**src/hw/rtl/bra_pkg.sv**
```systemverilog
`default_nettype none
package bra_pkg;
    localparam int NumMaps     = 4;
    localparam int MapBits     = 1024;
    localparam int WordBits    = 32;
    localparam int WordsPerMap = MapBits / WordBits;
    localparam int NumRegs     = 4;
    localparam int DataBits    = 8;
    localparam int MapW        = $clog2(NumMaps);
    localparam int WordW       = $clog2(WordsPerMap);
    localparam int BitW        = $clog2(WordBits);
    localparam int AddrW       = MapW + WordW;
    localparam int CapW        = $clog2(MapBits) + 1;
    localparam int RegW        = $clog2(NumRegs);
    localparam int ChunkBits   = 8;
    localparam int ChunkW      = $clog2(ChunkBits);
    localparam int SubW        = BitW - ChunkW;

    typedef enum logic [2:0] {
        ACT_SET   = 3'd0,
        ACT_CLEAR = 3'd1,
        ACT_TEST  = 3'd2,
        ACT_FIND  = 3'd3,
        ACT_WIPE  = 3'd4
    } t_action;

    localparam logic [1:0] ST_OK         = 2'd0;
    localparam logic [1:0] ST_FAIL       = 2'd1;
    localparam logic [1:0] ST_CLEAR_SEEN = 2'd2;
    localparam logic [1:0] ST_NO_RUN     = 2'd3;

    typedef struct packed {
        logic [2:0]  action;
        logic [1:0]  map_index;
        logic [9:0]  start_bit;
        logic [10:0] run_length;
    } t_req;

    typedef struct packed {
        logic [1:0] status;
        logic [9:0] found_bit;
    } t_rsp;

    // controller to datapath
    typedef struct packed {
        logic clr;       // clear sweep: zero one memory word
        logic load;      // latch request
        logic rd;        // issue word read
        logic wr;        // write modified word back
        logic adv;       // advance word pointer
        logic fscan;     // scan step (test word, or one find chunk)
        logic fclaim;    // find: rewind to claim start
        logic fin;       // latch result into output
    } t_cmd;

    // datapath to controller
    typedef struct packed {
        logic fail;      // request is rejected up front
        logic is_test;
        logic is_find;
        logic last;      // current word is last of the range
        logic found;
        logic hit;       // current find chunk completes a run
        logic sub_last;  // current find chunk is last of the word
        logic scan_end;  // current word is last below capacity
        logic clr_done;  // clear sweep at its last word
    } t_sts;
endpackage
`default_nettype wire

```
**src/hw/rtl/bra_datapath.sv**
```systemverilog
`default_nettype none
module bra_datapath import bra_pkg::*; (
    input  wire logic           i_clk,
    input  wire logic           i_rst_n,
    input  wire t_cmd           i_cmd,
    input  wire t_req           i_req,
    input  wire logic [7:0]     i_bytes [NumRegs],
    output t_sts                o_sts,
    output t_rsp                o_rsp
);
    // flag memory, one word per address
    logic [WordBits-1:0] r_mem [NumMaps*WordsPerMap];
    logic [WordBits-1:0] r_rdata;
    logic [AddrW-1:0]    r_caddr;  // clear sweep address

    logic [2:0]       r_act;
    logic [MapW-1:0]  r_map;
    logic [CapW-1:0]  r_lo;      // first bit of range
    logic [CapW-1:0]  r_hi;      // one past last bit
    logic [WordW:0]   r_wptr;
    logic [SubW-1:0]  r_sub;     // find chunk within the word
    logic [CapW-1:0]  r_cap;
    logic [CapW-1:0]  r_len;     // effective length
    logic [CapW-1:0]  r_cnt;     // current free run
    logic             r_fail;
    logic             r_clr;
    logic             r_found;
    logic [9:0]       r_fbit;
    t_rsp             r_rsp;

    logic [CapW-1:0]  cap_c, len_c, eff_c;
    logic [CapW:0]    end_c;
    logic             fail_c;
    logic [CapW-1:0]  wbase;
    logic [WordBits-1:0] mask, wdata;
    logic [CapW-1:0]  cnt_n;
    logic             hit;
    logic [CapW-1:0]  hit_end;
    logic [AddrW-1:0] addr;

    // decode request against capacity
    always_comb begin
        logic [CapW+2:0] b;
        b = {{(CapW-5){1'b0}}, i_bytes[i_req.map_index]} << 3;
        cap_c = (b > (CapW+3)'(MapBits)) ? CapW'(MapBits) : b[CapW-1:0];
        len_c = i_req.run_length;
        eff_c = (len_c == '0) ? CapW'(1) : len_c;
        end_c = (CapW+1)'(i_req.start_bit) +
                ((i_req.action == ACT_TEST) ? {1'b0, len_c} : {1'b0, eff_c});
        fail_c = (cap_c == '0) || (i_req.action > ACT_WIPE) ||
                 ((i_req.action == ACT_FIND) ? (eff_c > cap_c)
                  : (i_req.action != ACT_WIPE && end_c > {1'b0, cap_c}));
    end

    // per-word range mask
    always_comb begin
        wbase = CapW'(r_wptr) << BitW;
        for (int k = 0; k < WordBits; k++) begin
            mask[k] = (wbase + CapW'(k) >= r_lo) && (wbase + CapW'(k) < r_hi);
        end
    end

    // first-fit scan over one chunk of the word
    always_comb begin
        logic [BitW-1:0] bi;
        logic [CapW-1:0] pos;
        cnt_n   = r_cnt;
        hit     = 1'b0;
        hit_end = '0;
        bi      = '0;
        pos     = '0;
        for (int k = 0; k < ChunkBits; k++) begin
            bi  = {r_sub, ChunkW'(k)};
            pos = wbase + CapW'(bi);
            if (!hit && (pos < r_cap)) begin
                if (r_rdata[bi]) cnt_n = '0;
                else begin
                    cnt_n = cnt_n + CapW'(1);
                    if (cnt_n >= r_len) begin
                        hit = 1'b1;
                        hit_end = pos + CapW'(1);
                    end
                end
            end
        end
    end

    always_comb begin
        unique case (r_act)
            ACT_SET, ACT_FIND: wdata = r_rdata | mask;
            ACT_CLEAR:         wdata = r_rdata & ~mask;
            default:           wdata = '0;
        endcase
    end

    assign addr = {r_map, r_wptr[WordW-1:0]};

    always_ff @(posedge i_clk) begin
        if (i_cmd.rd) r_rdata <= r_mem[addr];
        if (i_cmd.clr) r_mem[r_caddr] <= '0;
        else if (i_cmd.wr) r_mem[addr] <= wdata;
    end

    // step the clear sweep address
    always_ff @(posedge i_clk) begin
        if (!i_rst_n) r_caddr <= '0;
        else if (i_cmd.clr) r_caddr <= r_caddr + 1'b1;
    end

    always_ff @(posedge i_clk) begin
        if (i_cmd.load) begin
            r_act   <= i_req.action;
            r_map   <= i_req.map_index;
            r_cap   <= cap_c;
            r_len   <= eff_c;
            r_cnt   <= '0;
            r_sub   <= '0;
            r_fail  <= fail_c;
            r_clr   <= 1'b0;
            r_found <= 1'b0;
            r_fbit  <= '0;
            if (i_req.action == ACT_WIPE) begin
                r_lo <= '0; r_hi <= CapW'(MapBits);
                r_wptr <= '0;
            end else if (i_req.action == ACT_FIND) begin
                r_lo <= '0; r_hi <= '0;
                r_wptr <= '0;
            end else begin
                r_lo <= CapW'(i_req.start_bit);
                r_hi <= end_c[CapW-1:0];
                r_wptr <= (WordW+1)'(i_req.start_bit >> BitW);
            end
        end else begin
            if (i_cmd.fscan && r_act == ACT_FIND) begin
                r_cnt <= cnt_n;
                r_sub <= r_sub + 1'b1;
                if (hit) begin
                    r_found <= 1'b1;
                    r_lo    <= hit_end - r_len;
                    r_hi    <= hit_end;
                    r_fbit  <= 10'(hit_end - r_len);
                end
            end
            if (i_cmd.fclaim)
                r_wptr <= (WordW+1)'(r_lo >> BitW);
            else if (i_cmd.adv)
                r_wptr <= r_wptr + 1'b1;
            if (r_act == ACT_TEST && i_cmd.fscan && ((~r_rdata & mask) != '0))
                r_clr <= 1'b1;
        end
        // hold the finished result in the output register
        if (i_cmd.fin) begin
            r_rsp.found_bit <= r_fbit;
            if (r_fail)                 r_rsp.status <= ST_FAIL;
            else if (r_act == ACT_TEST) r_rsp.status <= r_clr ? ST_CLEAR_SEEN : ST_OK;
            else if (r_act == ACT_FIND) r_rsp.status <= r_found ? ST_OK : ST_NO_RUN;
            else                        r_rsp.status <= ST_OK;
        end
    end

    assign o_sts.fail       = r_fail;
    assign o_sts.is_test    = (r_act == ACT_TEST);
    assign o_sts.is_find    = (r_act == ACT_FIND);
    assign o_sts.last       = (r_act == ACT_WIPE)
                              ? (r_wptr == (WordW+1)'(WordsPerMap-1))
                              : ((wbase + CapW'(WordBits)) >= r_hi);
    assign o_sts.found      = r_found;
    assign o_sts.hit        = hit;
    assign o_sts.sub_last   = (r_sub == '1);
    assign o_sts.scan_end   = (wbase + CapW'(WordBits)) >= r_cap;
    assign o_sts.clr_done   = (r_caddr == '1);
    assign o_rsp            = r_rsp;
endmodule
`default_nettype wire

```
**src/hw/rtl/bra_ctrl.sv**
```systemverilog
`default_nettype none
module bra_ctrl import bra_pkg::*; (
    input  wire logic i_clk,
    input  wire logic i_rst_n,
    input  wire logic i_valid,
    output logic      o_stall,
    output logic      o_valid,
    input  wire logic i_stall,
    input  wire t_sts i_sts,
    output t_cmd      o_cmd
);
    typedef enum logic [2:0] {
        S_CLEAR, S_IDLE, S_DISPATCH, S_READ, S_WORK, S_SCAN, S_FIN
    } t_state;
    t_state r_state;
    logic   r_valid;

    // commands derive from state
    always_comb begin
        o_cmd        = '0;
        o_cmd.clr    = (r_state == S_CLEAR) && i_rst_n;
        o_cmd.load   = (r_state == S_IDLE) && i_valid;
        o_cmd.rd     = (r_state == S_READ);
        o_cmd.fscan  = ((r_state == S_WORK) && i_sts.is_test) ||
                       ((r_state == S_SCAN) && !i_sts.found);
        o_cmd.wr     = (r_state == S_WORK) && !i_sts.is_test &&
                       !(i_sts.is_find && !i_sts.found);
        o_cmd.adv    = ((r_state == S_WORK) && !(i_sts.is_find && !i_sts.found)) ||
                       ((r_state == S_SCAN) && !i_sts.found && !i_sts.hit &&
                        i_sts.sub_last);
        o_cmd.fclaim = (r_state == S_SCAN) && i_sts.found;
        o_cmd.fin    = (r_state == S_FIN) && (!r_valid || !i_stall);
    end

    assign o_stall = (r_state != S_IDLE);
    assign o_valid = r_valid;

    // hold state and output valid
    always_ff @(posedge i_clk) begin
        if (!i_rst_n) begin
            r_state <= S_CLEAR;
            r_valid <= 1'b0;
        end else begin
            if (o_cmd.fin) r_valid <= 1'b1;
            else if (!i_stall) r_valid <= 1'b0;
            unique case (r_state)
                S_CLEAR:    if (i_sts.clr_done) r_state <= S_IDLE;
                S_IDLE:     if (o_cmd.load) r_state <= S_DISPATCH;
                S_DISPATCH: r_state <= i_sts.fail ? S_FIN : S_READ;
                S_READ:     r_state <= S_WORK;
                S_WORK: begin
                    if (i_sts.is_find && !i_sts.found)
                        r_state <= S_SCAN;
                    else if (i_sts.last) r_state <= S_FIN;
                    else r_state <= S_READ;
                end
                S_SCAN: begin
                    // found a run: go back and claim it
                    if (i_sts.found) r_state <= S_READ;
                    else if (i_sts.hit || !i_sts.sub_last) r_state <= S_SCAN;
                    else if (i_sts.scan_end) r_state <= S_FIN;
                    else r_state <= S_READ;
                end
                S_FIN:      if (o_cmd.fin) r_state <= S_IDLE;
                default:    r_state <= S_IDLE;
            endcase
        end
    end
endmodule
`default_nettype wire

```
**src/hw/rtl/bitmap_range_allocator.sv**
```systemverilog
// channel  | valid    | stall    | payload
// request  | i_valid  | o_stall  | i_req  (t_req)
// result   | o_valid  | i_stall  | o_rsp  (t_rsp)
// Set, clear: each 32-bit word of the run is read, then modified and written back. Test
// reads and checks each word. Find: each word is read, then scanned 8 bits per scan cycle;
// on a hit the pointer rewinds to set the run. Wipe zeroes the map; a rejected request skips the memory.
// Memory port (one read-modify-write per word) and the chunked scan set the rate.
// Reset clears control state, then a sweep over all 128 words zeroes the flag memory under stall.
// A stalled result holds in its register; the next request runs and waits to finish.
`default_nettype none
module bitmap_range_allocator import bra_pkg::*; (
    input  wire logic              i_clk,
    input  wire logic              i_rst_n,
    input  wire logic              i_valid,
    output logic                   o_stall,
    input  wire t_req              i_req,
    output logic                   o_valid,
    input  wire logic              i_stall,
    output t_rsp                   o_rsp,
    input  wire logic              i_cfg_we,
    input  wire logic [RegW-1:0]   i_cfg_index,
    input  wire logic [DataBits-1:0] i_cfg_data
);
    logic [7:0] r_bytes [NumRegs];
    t_cmd cmd;
    t_sts sts;

    // capture configuration writes
    always_ff @(posedge i_clk) begin
        if (!i_rst_n) begin
            for (int k = 0; k < NumRegs; k++) r_bytes[k] <= '0;
        end else if (i_cfg_we) begin
            r_bytes[i_cfg_index] <= i_cfg_data;
        end
    end

    bra_ctrl u_ctrl (
        .i_clk, .i_rst_n, .i_valid, .o_stall, .o_valid, .i_stall,
        .i_sts(sts), .o_cmd(cmd)
    );

    bra_datapath u_dp (
        .i_clk, .i_rst_n, .i_cmd(cmd), .i_req, .i_bytes(r_bytes), .o_sts(sts), .o_rsp
    );
endmodule
`default_nettype wire
```
**config.mk**
```make
export PLATFORM = sky130hd
export DESIGN_NAME = bitmap_range_allocator
export DESIGN_NICKNAME = d
export VERILOG_FILES = /design/src/hw/rtl/bra_pkg.sv /design/src/hw/rtl/bra_datapath.sv /design/src/hw/rtl/bra_ctrl.sv /design/src/hw/rtl/bitmap_range_allocator.sv
export SDC_FILE = /design/constraint.sdc
export NUM_CORES = 2
export LEC_CHECK = 0
export ABC_CLOCK_PERIOD_IN_PS = 25800
export BUFFER_PORTS_ARGS = -buffer_cell sky130_fd_sc_hd__clkbuf_2
export CORE_ASPECT_RATIO = 1.25
export CORE_MARGIN = 3
export CORE_UTILIZATION = 35
export DETAILED_ROUTE_END_ITERATION = 10
export PLACE_DENSITY = 0.57
export SKIP_LAST_GASP = 1
export SYNTH_ARGS = -nofsm -noshare
export SYNTH_HDL_FRONTEND = slang
export SYNTH_HIERARCHICAL = 1
export SYNTH_SLANG_ARGS = --single-unit
```
**constraint.sdc**
```tcl
create_clock -name i_clk -period 25.8 [get_ports i_clk]
set_input_delay 3.87 -clock i_clk [delete_from_list [all_inputs] [get_ports i_clk]]
set_output_delay 3.87 -clock i_clk [all_outputs]
set_load 0.02 [all_outputs]
```
==> impl_metrics.sql <==
INSERT INTO impl_metrics (metric_group, metric, value, unit) VALUES
('sta', 'final.hold.worst_slack', '438.2', 'ps'),
('sta', 'slew_headroom', '0.05498', ''),
('sta', 'hold_viol', '0', ''),
('pwr', 'netSwitchingPower', '3885', 'uW'),
('global_routing', 'grt_first_pass_wirelength', '732.2', 'mm'),
('routing', 'final_antenna_net_count', '0', ''),
('clocking', 'clock_insertion_delay_worst_skew', '930', 'ps'),
('sta', 'number_of_slew_limit_violations_in_the_final_report', '0', ''),
('floorplanning', 'floorplan_die_width', '635.9', 'um'),
('sta', 'unrepaired_setup_endpoints_after_global_routing', 'no', ''),
('clocking', 'post_cts_resize_count', '0', ''),
('clocking', 'ctsLongestPathBuffers', '4', ''),
('clocking', 'cts_tree', 'built', ''),
('place', 'place_congestion', '0.8587', ''),
('synth', 'ys_seq_area_frac', '0.7332', ''),
('sta', 'final_period_minus_worst_setup_slack', '19760', 'ps'),
('global_routing', 'grt_use_total', '0.2024', ''),
('routing', 'per_cell_routed_wire_length', '32.15', 'um'),
('synth', 'syn-cell-area', '173600', 'um^2'),
('setup_path', 'reg2reg_slack', '6040', 'ps'),
('setup_path', 'worst-endpoint-required', '26440', 'ps'),
('floorplanning', 'chip_height', '793.4', 'um'),
('setup_path', 'worst_path_max_delay_cell', 'mux4_2', ''),
('synth', 'syn_nets', '9269', ''),
('global_routing', 'antenna_found_initial', '29', ''),
('clocking', 'cts.clk_slew.worst_paths', '70', 'ps'),
('final_layout', 'area.sequential', '127300', 'um^2'),
('setup_path', 'cpPeakStageDelay', '820', 'ps'),
('synth', 'yosysTopAreaCellShare', '0.7254', ''),
('final_layout', 'fin_nets', '9548', ''),
('sta', 'final.period_utilization', '0.7661', ''),
('routing', 'drt_drc_violations_left', '0', ''),
('setup_path', 'worst_setup_path_startpoint', 'u_dp/r_sub[0]', ''),
('setup_path', 'setup.worst_path.class', 'flip-flop to flip-flop', ''),
('pwr', 'max-vdd-ir-drop', '52.67', 'uV'),
('floorplanning', 'core_region_area', '493000', 'um^2'),
('clocking', 'numCtsBuffers', '401', ''),
('routing', 'dr_total_vias', '93762', ''),
('synth', 'post_synth.cell_area_avg', '19.16', 'um^2'),
('pwr', 'sequential_power_share', '0.491', ''),
('pwr', 'comb_power_share', '0.131', ''),
('synth', 'postSynthCellCount', '9058', ''),
('synth', 'synth.cells.most_frequent', 'edfxtp_1, mux4_2, mux2i_1, clkbuf_1, nand2_1', ''),
('global_routing', 'global_route.overflow_total', '0', ''),
('routing', 'first_pass_iters', '6', ''),
('synth', 'synth.most_common_cell', 'edfxtp_1', ''),
('setup_path', 'r2r_end', 'u_dp/r_lo[10]', ''),
('floorplanning', 'io-pin-count', '55', ''),
('setup_path', 'worst_r2r_path_depth', '73', ''),
('status', 'run_status', 'completed', ''),
('synth', 'synth-seq-cells', '4261', ''),
('setup_path', 'crit_path_max_fanout', '23', ''),
('sta', 'fin_worst_skew', '54.42', 'ps'),
('global_routing', 'grt_pass1_vias', '94635', ''),
('final_layout', 'drive_above_1_share', '0.2212', ''),
('flow_run', 'max-cap-violations', '0', ''),
('final_layout', 'area_delta_synth_final', '13.45', '%'),
('pwr', 'static-leakage-power', '0.06201', 'uW'),
('setup_path', 'timing.critical_path.arrival', '20400', 'ps'),
('sta', 'worst-slew-pin-transition', '1400', 'ps'),
('synth', 'synth-edff-count', '4193', ''),
('pwr', 'clock_power_share', '0.378', ''),
('place', 'hpwl', '297.5', 'mm'),
('sta', 'finalSetupViolCount', '0', ''),
('floorplanning', 'fp-row-count', '288', ''),
('setup_path', 'critical_path.endpoint_type', 'flip-flop', ''),
('clocking', 'cts_root_buffer', 'clkbuf_16', ''),
('clocking', 'cts_setup_buffers', '0', ''),
('pwr', 'cell_internal_pwr', '11580', 'uW'),
('routing', 'detail_route.iter0.violations', '11605', ''),
('sta', 'timing.fmax', '50.60', 'MHz');
flip-flops by register name, indices dropped and copies added (netlist names), 10 cells and up:
| signal | count |
|---|---|
| u_dp/r_rdata | 32 |
| u_dp/r_cnt | 11 |
| u_dp/r_mem | 4096 |
| u_dp/o_rsp | 12 |
| u_dp/r_hi | 11 |
| r_bytes | 32 |
| u_dp/r_lo | 11 |
| u_dp/r_fbit | 10 |
| u_dp/r_len | 11 |
worst max-delay path, delay by kind of cell, from the launching register on:
| kind | cells | cell delay [ps] |
|---|---|---|
| compound gates | 32 | 8900 |
| simple gates | 25 | 5490 |
| fa+ha+maj | 7 | 2220 |
| xor+xnor | 4 | 630 |
| buf+inv | 3 | 910 |
| mux | 2 | 910 |
| flops | 1 | 310 |
logic make-up (layout without fill, tap and decap cells):
kind of cell / count (synthesis) / in the layout / synth area share
XOR/XNOR: 91 / 91 / 0.004592
buffers and inverters: 631 / 1237 / 0.01412
other: 0 / 13 / 0
flip-flops: 4261 / 4261 / 0.7332
AND/OR/NAND/NOR: 1130 / 1130 / 0.03111
AO/OA/AOI/OAI: 1284 / 1284 / 0.05407
adder cells (fa/ha/maj): 170 / 170 / 0.01234
multiplexers: 1491 / 1491 / 0.1506
power groups by stage:
stage | logic, uW | clock network [uW] | registers [uW]
2_1_floorplan | 1320 | 0 | 7730
3_3_place_gp | 2030 | 0 | 7740
3_5_place_dp | 2030 | 0 | 7740
4_1_cts | 2040 | 5970 | 7600
5_1_grt | 2180 | 6230 | 7600
6_report | 2030 | 5840 | 7600
worst min path at each step:
stage                   startpoint       endpoint  slack (ps)
finish              u_dp/r_fbit[4]  u_dp/o_rsp[4]         440
global route        u_dp/r_fbit[3]  u_dp/o_rsp[3]         450
CTS                 u_dp/r_fbit[4]  u_dp/o_rsp[4]         440
detailed placement  u_dp/r_fbit[1]  u_dp/o_rsp[1]         420
global placement    u_dp/r_fbit[4]  u_dp/o_rsp[4]         420
floorplan           u_dp/r_fbit[2]  u_dp/o_rsp[2]         410
layout by cell type (no fill, tap or decap), types with 38 or more instances in the layout:
cell type  instances
dfxtp_1           68
edfxtp_1        4193
o22ai_1          127
a21oi_1          269
clkbuf_16        405
ha_1             168
clkinv_2          69
o221ai_1         259
clkbuf_2          54
mux4_2           893
a21o_1            38
a211oi_1          62
clkbuf_1          68
and2_1            39
inv_1            102
nor2_1           200
nand3_1           75
nor3_1            91
nand2b_1          40
nor2_4           129
o21ai_0          132
clkinv_1         106
nand2_1          330
mux2i_1          579
o21a_1            41
xnor2_1           63
bufinv_16         41
buf_4            331
per-layer routing:
| layer | up-vias | GRT usage | routed length (um) |
|---|---|---|---|
| met3 | 866 | 0.03019 | 38700 |
| met4 | 6 | 0.07535 | 21650 |
| met1 | 50394 | 0.2595 | 200800 |
| met2 | 4214 | 0.3483 | 259800 |
| li1 | 38282 | - | - |
| met5 | - | 0 | 41 |
per-stage QoR:
stage | instance area, um^2 | cells | worst slack (ps) | util | power, uW
after floorplan | 173600 | 9058 | 8224 | - | 9048
after global placement | 184100 | 15458 | 5980 | 0.3734 | 9772
after detailed placement | 184100 | 15459 | 6098 | 0.3734 | 9772
after CTS | 196900 | 16189 | 6039 | 0.3994 | 15600
after global routing | 196900 | 16192 | 4590 | 0.3994 | 16010
final | 196900 | 16202 | 6036 | 0.3995 | 15470
layout make-up:
class | instances | area share
Tap cell | 6525 | 0.04146
Timing Repair Buffer | 397 | 0.01513
Antenna cell | 13 | 0.0001652
Clock buffer | 474 | 0.05283
Sequential cell | 4261 | 0.6463
Multi-Input combinational cell | 4166 | 0.2296
Clock inverter | 256 | 0.01231
Inverter | 110 | 0.002211
Power figures use the tool's default switching activity.
